File: src/hw/rtl/software_timer_bank_defines.svh
// Assertion macros for the software timer bank.
// Included by the top level; expects clk and rst_n in the including scope.
`ifndef SOFTWARE_TIMER_BANK_DEFINES_SVH
`define SOFTWARE_TIMER_BANK_DEFINES_SVH
`ifndef SYNTH
`define STB_ASSERT_IMP(lbl, ante, cons) \
  lbl: assert property (@(posedge clk) disable iff (!rst_n) (ante) |-> (cons)) \
    else $error("check failed: %m");
`define STB_ASSERT_NEXT(lbl, ante, cons) \
  lbl: assert property (@(posedge clk) disable iff (!rst_n) (ante) |=> (cons)) \
    else $error("check failed: %m");
`else
`define STB_ASSERT_IMP(lbl, ante, cons)
`define STB_ASSERT_NEXT(lbl, ante, cons)
`endif
`endif

File: src/hw/rtl/stb_pkg.sv
// Types, codes and the unit factor table of the software timer bank.
// No dependencies; used by stb_cell, software_timer_bank and the testbench.
`default_nettype none
package stb_pkg;

  // operation codes
  localparam logic [2:0] OP_TICK   = 3'd0;
  localparam logic [2:0] OP_REG    = 3'd1;
  localparam logic [2:0] OP_START  = 3'd2;
  localparam logic [2:0] OP_RESET  = 3'd3;
  localparam logic [2:0] OP_STOP   = 3'd4;
  localparam logic [2:0] OP_STATUS = 3'd5;

  // result kinds and status codes
  localparam logic       KIND_CMD    = 1'b0;
  localparam logic       KIND_EXPIRY = 1'b1;
  localparam logic [1:0] ST_OK       = 2'd0;
  localparam logic [1:0] ST_FULL     = 2'd1;
  localparam logic [1:0] ST_NOREG    = 2'd2;

  // time units
  localparam logic [3:0] UNIT_TICKS = 4'd0;
  localparam logic [3:0] UNIT_MS    = 4'd1;
  localparam logic [3:0] UNIT_SEC   = 4'd2;
  localparam logic [3:0] UNIT_MIN   = 4'd3;
  localparam logic [3:0] UNIT_HOUR  = 4'd4;
  localparam logic [3:0] UNIT_DAY   = 4'd5;
  localparam logic [3:0] UNIT_WEEK  = 4'd6;
  localparam logic [3:0] UNIT_MONTH = 4'd7;
  localparam logic [3:0] UNIT_YEAR  = 4'd8;

  // slot flag bit positions
  localparam int F_ACT = 0;
  localparam int F_EXP = 1;
  localparam int F_PAU = 2;
  localparam int F_INF = 3;

  localparam logic [31:0] MAX32 = 32'hFFFF_FFFF;

  typedef struct packed {
    logic [2:0]  op;
    logic [3:0]  slot;
    logic [31:0] time_value;
    logic [3:0]  time_unit;
    logic        infinite;
  } in_word_t;

  typedef struct packed {
    logic        kind;
    logic [1:0]  status;
    logic [3:0]  slot_out;
    logic [31:0] tick_count;
    logic [31:0] elapsed_out;
    logic [2:0]  flags_out;
    logic        last;
  } out_word_t;

  typedef struct packed {
    logic [3:0]  flags;
    logic [31:0] elapsed;
    logic [31:0] limit;
  } slot_st_t;

  typedef struct packed {
    logic        hit;
    logic [31:0] elapsed;
    logic [2:0]  flags;
  } expiry_t;

  typedef struct packed {
    logic [3:0]  slot;
    logic [31:0] elapsed;
    logic [2:0]  flags;
  } pend_t;

  // milliseconds per unit; the year does not fit and is handled apart
  function automatic logic [31:0] unit_factor(input logic [3:0] unit);
    logic [31:0] f;
    case (unit)
      UNIT_SEC:   f = 32'd1000;
      UNIT_MIN:   f = 32'd60000;
      UNIT_HOUR:  f = 32'd3600000;
      UNIT_DAY:   f = 32'd86400000;
      UNIT_WEEK:  f = 32'd604800000;
      UNIT_MONTH: f = 32'd2592000000;
      default:    f = 32'd1;
    endcase
    return f;
  endfunction

endpackage
`default_nettype wire

File: src/hw/rtl/stb_cell.sv
// One timer slot of the bank: flags, elapsed count and limit.
// Depends on stb_pkg. A tick token passes from cell to cell, one per cycle.
`default_nettype none
module stb_cell (
  input  logic              clk,
  input  logic              rst_n,
  input  logic              tok_in,
  input  logic              wr_en,
  input  stb_pkg::slot_st_t wr_st,
  output logic              tok_out,
  output stb_pkg::slot_st_t st,
  output stb_pkg::expiry_t  exp_o
);
  import stb_pkg::*;

  logic        tok_r;
  slot_st_t    st_r, st_nxt;
  logic [31:0] el_inc;
  logic        run, fire;
  logic [3:0]  flags_new;

  // count up under the token, saturate, check the limit
  always_comb begin
    el_inc    = (st_r.elapsed == MAX32) ? st_r.elapsed : st_r.elapsed + 32'd1;
    run       = tok_r && st_r.flags[F_ACT] && !st_r.flags[F_PAU];
    fire      = run && !st_r.flags[F_INF] && (el_inc >= st_r.limit);
    flags_new = st_r.flags;
    if (fire) begin
      flags_new[F_ACT] = 1'b0;
      flags_new[F_EXP] = 1'b1;
    end
    st_nxt = st_r;
    if (wr_en) begin
      st_nxt = wr_st;
    end else if (run) begin
      st_nxt.elapsed = el_inc;
      st_nxt.flags   = flags_new;
    end
  end

  // hold slot state; only the flags need clearing at reset
  always_ff @(posedge clk) begin
    if (!rst_n) begin
      tok_r       <= 1'b0;
      st_r.flags  <= 4'd0;
    end else begin
      tok_r       <= tok_in;
      st_r.flags  <= st_nxt.flags;
    end
    st_r.elapsed <= st_nxt.elapsed;
    st_r.limit   <= st_nxt.limit;
  end

  assign tok_out       = tok_r;
  assign st            = st_r;
  assign exp_o.hit     = fire;
  assign exp_o.elapsed = el_inc;
  assign exp_o.flags   = flags_new[2:0];

endmodule
`default_nettype wire

File: config.mk
export PLATFORM = sky130hd
export DESIGN_NAME = stb_cell
export DESIGN_NICKNAME = d
export VERILOG_FILES = /design/src/hw/rtl/software_timer_bank_defines.svh /design/src/hw/rtl/stb_pkg.sv /design/src/hw/rtl/stb_cell.sv
export SDC_FILE = /design/constraint.sdc
export NUM_CORES = 1
export LEC_CHECK = 0
export ABC_AREA = 1
export ABC_CLOCK_PERIOD_IN_PS = 4100
export BUFFER_PORTS_ARGS = -buffer_cell sky130_fd_sc_hd__buf_2
export CAP_MARGIN = 20
export CORE_MARGIN = 5
export CORE_UTILIZATION = 49
export DETAILED_ROUTE_END_ITERATION = 6
export PLACE_DENSITY = 0.87
export SYNTH_ARGS = -nofsm -noshare
export SYNTH_HDL_FRONTEND = slang
export SYNTH_SLANG_ARGS = --single-unit
File: constraint.sdc
create_clock -name clk -period 4.1 [get_ports clk]
set_clock_uncertainty 0.05 [all_clocks]
set_input_delay 0.41 -clock clk [delete_from_list [all_inputs] [get_ports clk]]
set_output_delay 0.41 -clock clk [all_outputs]
set_load 0.02 [all_outputs]
==> results.sh <==
export IMPL_clock_tree_buffer_depth=2
export IMPL_yosys_warnings=0
export IMPL_core_area_sq_um=8720
export IMPL_hold_slack_ps=178
export IMPL_dp_hpwl_um=10900
export IMPL_avgSynthCellArea_sq_um=8.55
export IMPL_vias=4259
export IMPL_drc=0
export IMPL_r2r_cells=18
export IMPL_cts_made_buffers=9
export IMPL_die_area_sq_um=11000
export IMPL_wirelength_um=13600
export IMPL_clkSinkCount=69
export IMPL_end_kind="output port"
export IMPL_htree_num_levels=3
export IMPL_p_leak_nw=2.78
export IMPL_insertion_delay_ps=350
export IMPL_r2r_start="st[33]"
export IMPL_period_share=0.926
export IMPL_via_per_inst=5.25
export IMPL_synth_area_sq_um=4400
export IMPL_final_cell_area_sq_um=5670
export IMPL_cp_cell_sequence="ha_2 > nand2_1 > nor3_4 > nand3_2 > nor3_2 > xnor2_1 > nand2_1 > ha_1 > nand2_1 > nor2_1 > nand4_1 > a21oi_1 > nor2_1 > nand2_1 > nand2_1 > inv_1 > nor2_1 > buf_2"
export IMPL_grt_max_degree=48
export IMPL_ys_seq_area_frac=0.459
export IMPL_cts_root_buf="clkbuf_8"
export IMPL_outcome="complete, no violations"
export IMPL_grt_pass1_wl_um=21700
export IMPL_drtAntennaViolNets=0
export IMPL_power_density_nw_per_um2=349
export IMPL_setup_viol=0
export IMPL_cpMostUsedCell="nand2_1"
export IMPL_path_buf_inv=2
export IMPL_critPathSlowestCell="edfxtp_1"
export IMPL_min_from="wr_st[1]"
export IMPL_wire_per_inst_um=16.7
export IMPL_ys_types=31
export IMPL_vdd_drop_max_mv=0.233
export IMPL_synthMostInstantiatedCell="nand2_1"
export IMPL_ys_flop_type="edfxtp_1"
export IMPL_nNetsFinal=804
export IMPL_clk_pin_slew_ps=80
export IMPL_async_reset_ff_frac=0
export IMPL_r2r_end="st[65]"
export IMPL_initial_core_util=0.505
export IMPL_min_path_type="in2reg"
export IMPL_drive_gt1_frac=0.321
export IMPL_gp_congestion=0.934
export IMPL_ios=177
export IMPL_drt_iter0_drc=248
export IMPL_synthCells=515
export IMPL_synth_area_leaders="edfxtp_1 (44%), nand2_1 (12%), ha_1 (9.4%), nor2_1 (6.2%), inv_1 (5.5%)"
export IMPL_cp_arrival_ps=3340
export IMPL_fmax_mhz=263
export IMPL_endpoint="exp_o[0]"
export IMPL_grt_pass1_vias=4444
export IMPL_ctsHoldBuffers=0
export IMPL_die_y_um=105
export IMPL_cts_tree="done"
export IMPL_r2r_slack_ps=980
export IMPL_tightestPinTransition_ps=617
export IMPL_start_kind="flip-flop"
export IMPL_max_slew_margin=0.586
export IMPL_slew_viol_final=0
export IMPL_worstPathMaxFanout=4
export IMPL_die_w_um=105
export IMPL_synth_common_cells="nand2_1 (143), nor2_1 (73), inv_1 (65)"
export IMPL_rows=34
export IMPL_fin_crit_ps=3800
export IMPL_grt_usage=0.244
export IMPL_dr_pass1_iters=6
export IMPL_synth_edf_count=64
export IMPL_placed_area_sq_um=5360
export IMPL_max_cap_violations=0
export IMPL_ys_ff_latch=69
export IMPL_synth_top_cell_area_share=0.436
export IMPL_max_stage_delay_ps=410
export IMPL_critical_path_top_delay_family="simple AND/OR/NAND/NOR gates"
export IMPL_timing_critical_path_from="st[33]"
export IMPL_finalCoreUtilization=0.650
export IMPL_overflow=0
export IMPL_antenna_found_initial=0
export IMPL_critical_path_class="reg2out"
export IMPL_synthToLayoutAreaGrowth_pct=28.7
export IMPL_hold_viol=0
export IMPL_crit_required_ps=3640
export IMPL_critical_path_depth=18
export IMPL_io_buffers=176
export IMPL_syn_num_nets=620
export IMPL_diodes=0
export IMPL_synth_area_leader_cell="edfxtp_1"
## power breakdown
part / internal (mW) / switching (mW) / total (mW)
logic: 0.174 / 0.329 / 0.504
clock network: 0.313 / 0.281 / 0.594
registers: 0.834 / 0.0446 / 0.879
## layout by cell type, fill, tap and decap left out, types with 3 or more instances in the layout
cell type / Yosys / routed
xor2_1: 15 / 15
nor2_2: 0 / 7
dfxtp_1: 5 / 5
nand2_1: 143 / 142
nand3_1: 6 / 6
nor3_1: 10 / 9
xnor2_1: 12 / 12
nor2_1: 73 / 66
inv_1: 65 / 64
a21oi_1: 15 / 15
o21ai_0: 9 / 8
nor3_2: 4 / 4
buf_4: 2 / 10
buf_2: 1 / 176
clkbuf_8: 0 / 10
nor4_1: 4 / 4
nand4_1: 4 / 4
o21a_1: 3 / 3
edfxtp_1: 64 / 64
ha_1: 33 / 32
a31oi_1: 24 / 24
## layout make-up
| type | instances | area [sq um] |
|---|---|---|
| tap | 108 | 135 |
| timing repair buffer | 187 | 971 |
| clock inverter | 3 | 22.5 |
| multi-input combinational | 365 | 2070 |
| fill | 756 | 3050 |
| clock buffer | 13 | 191 |
| inverter | 67 | 251 |
| sequential | 69 | 2020 |
## state kept, by name, summed over array words and instances (netlist names)
signal	cells
st	67
tok_out	1
exp_o	1
## kinds of logic after synthesis
kind of cell / count (synthesis) / synth area share
AOI/OAI and AO/OA: 52 / 0.0682
and+or+nand+nor: 252 / 0.242
xor gates and xnor gates: 28 / 0.0574
DFF: 69 / 0.459
buffers and inverters: 81 / 0.0796
adders and majority gates: 33 / 0.0938
## metal layers
layer,track usage,share of wire,vias up,wire [um]
li1,-,-,2054,-
met1,0.289,0.39,1966,5360
met2,0.416,0.49,202,6670
met3,0.0752,0.083,37,1130
met4,0.0895,0.032,0,439
met5,0,0,-,0
## metrics by stage
stage / setup TNS (ps) / setup slack (ps) / power (mW) / cells
floorplan: 0 / 582 / 1.19 / 515
global placement: 0 / 518 / 1.37 / 790
detailed placement: 0 / 481 / 1.39 / 790
CTS: 0 / 83.8 / 1.98 / 806
global route: -13.7 / -13.4 / 2.08 / 812
finish: 0 / 302 / 1.98 / 812
## what timing repair did
action,4_1_cts,5_1_grt
setup buffers,0,6
endpoints found under the setup margin,0,3
gates resized for setup,0,15
## worst register-to-register path, cell delays in order (launching register included)
cell and delay [ps]:
edfxtp_1 410, ha_2 230, nand2_1 110, nor3_4 270, nand3_2 140, nor3_2 230
xnor2_1 170, nand2_1 110, ha_1 290, nand2_1 60, nor2_1 190, nand4_1 170
a21oi_1 170, nor2_1 50, nand2_1 60, nand2_1 70, nand2_1 80, nand2_1 50
a21oi_1 140
## worst min path at each step
stage                          to  slack [ps]  depth (start not counted)
after global routing        st[3]         150                          1
after CTS                  st[31]         170                          1
after detailed placement   st[67]         500                          2
after floorplan           tok_out         450                          2
final                       st[1]         180                          1
after global placement     st[67]         480                          2
Power figures use the tool's default switching activity.
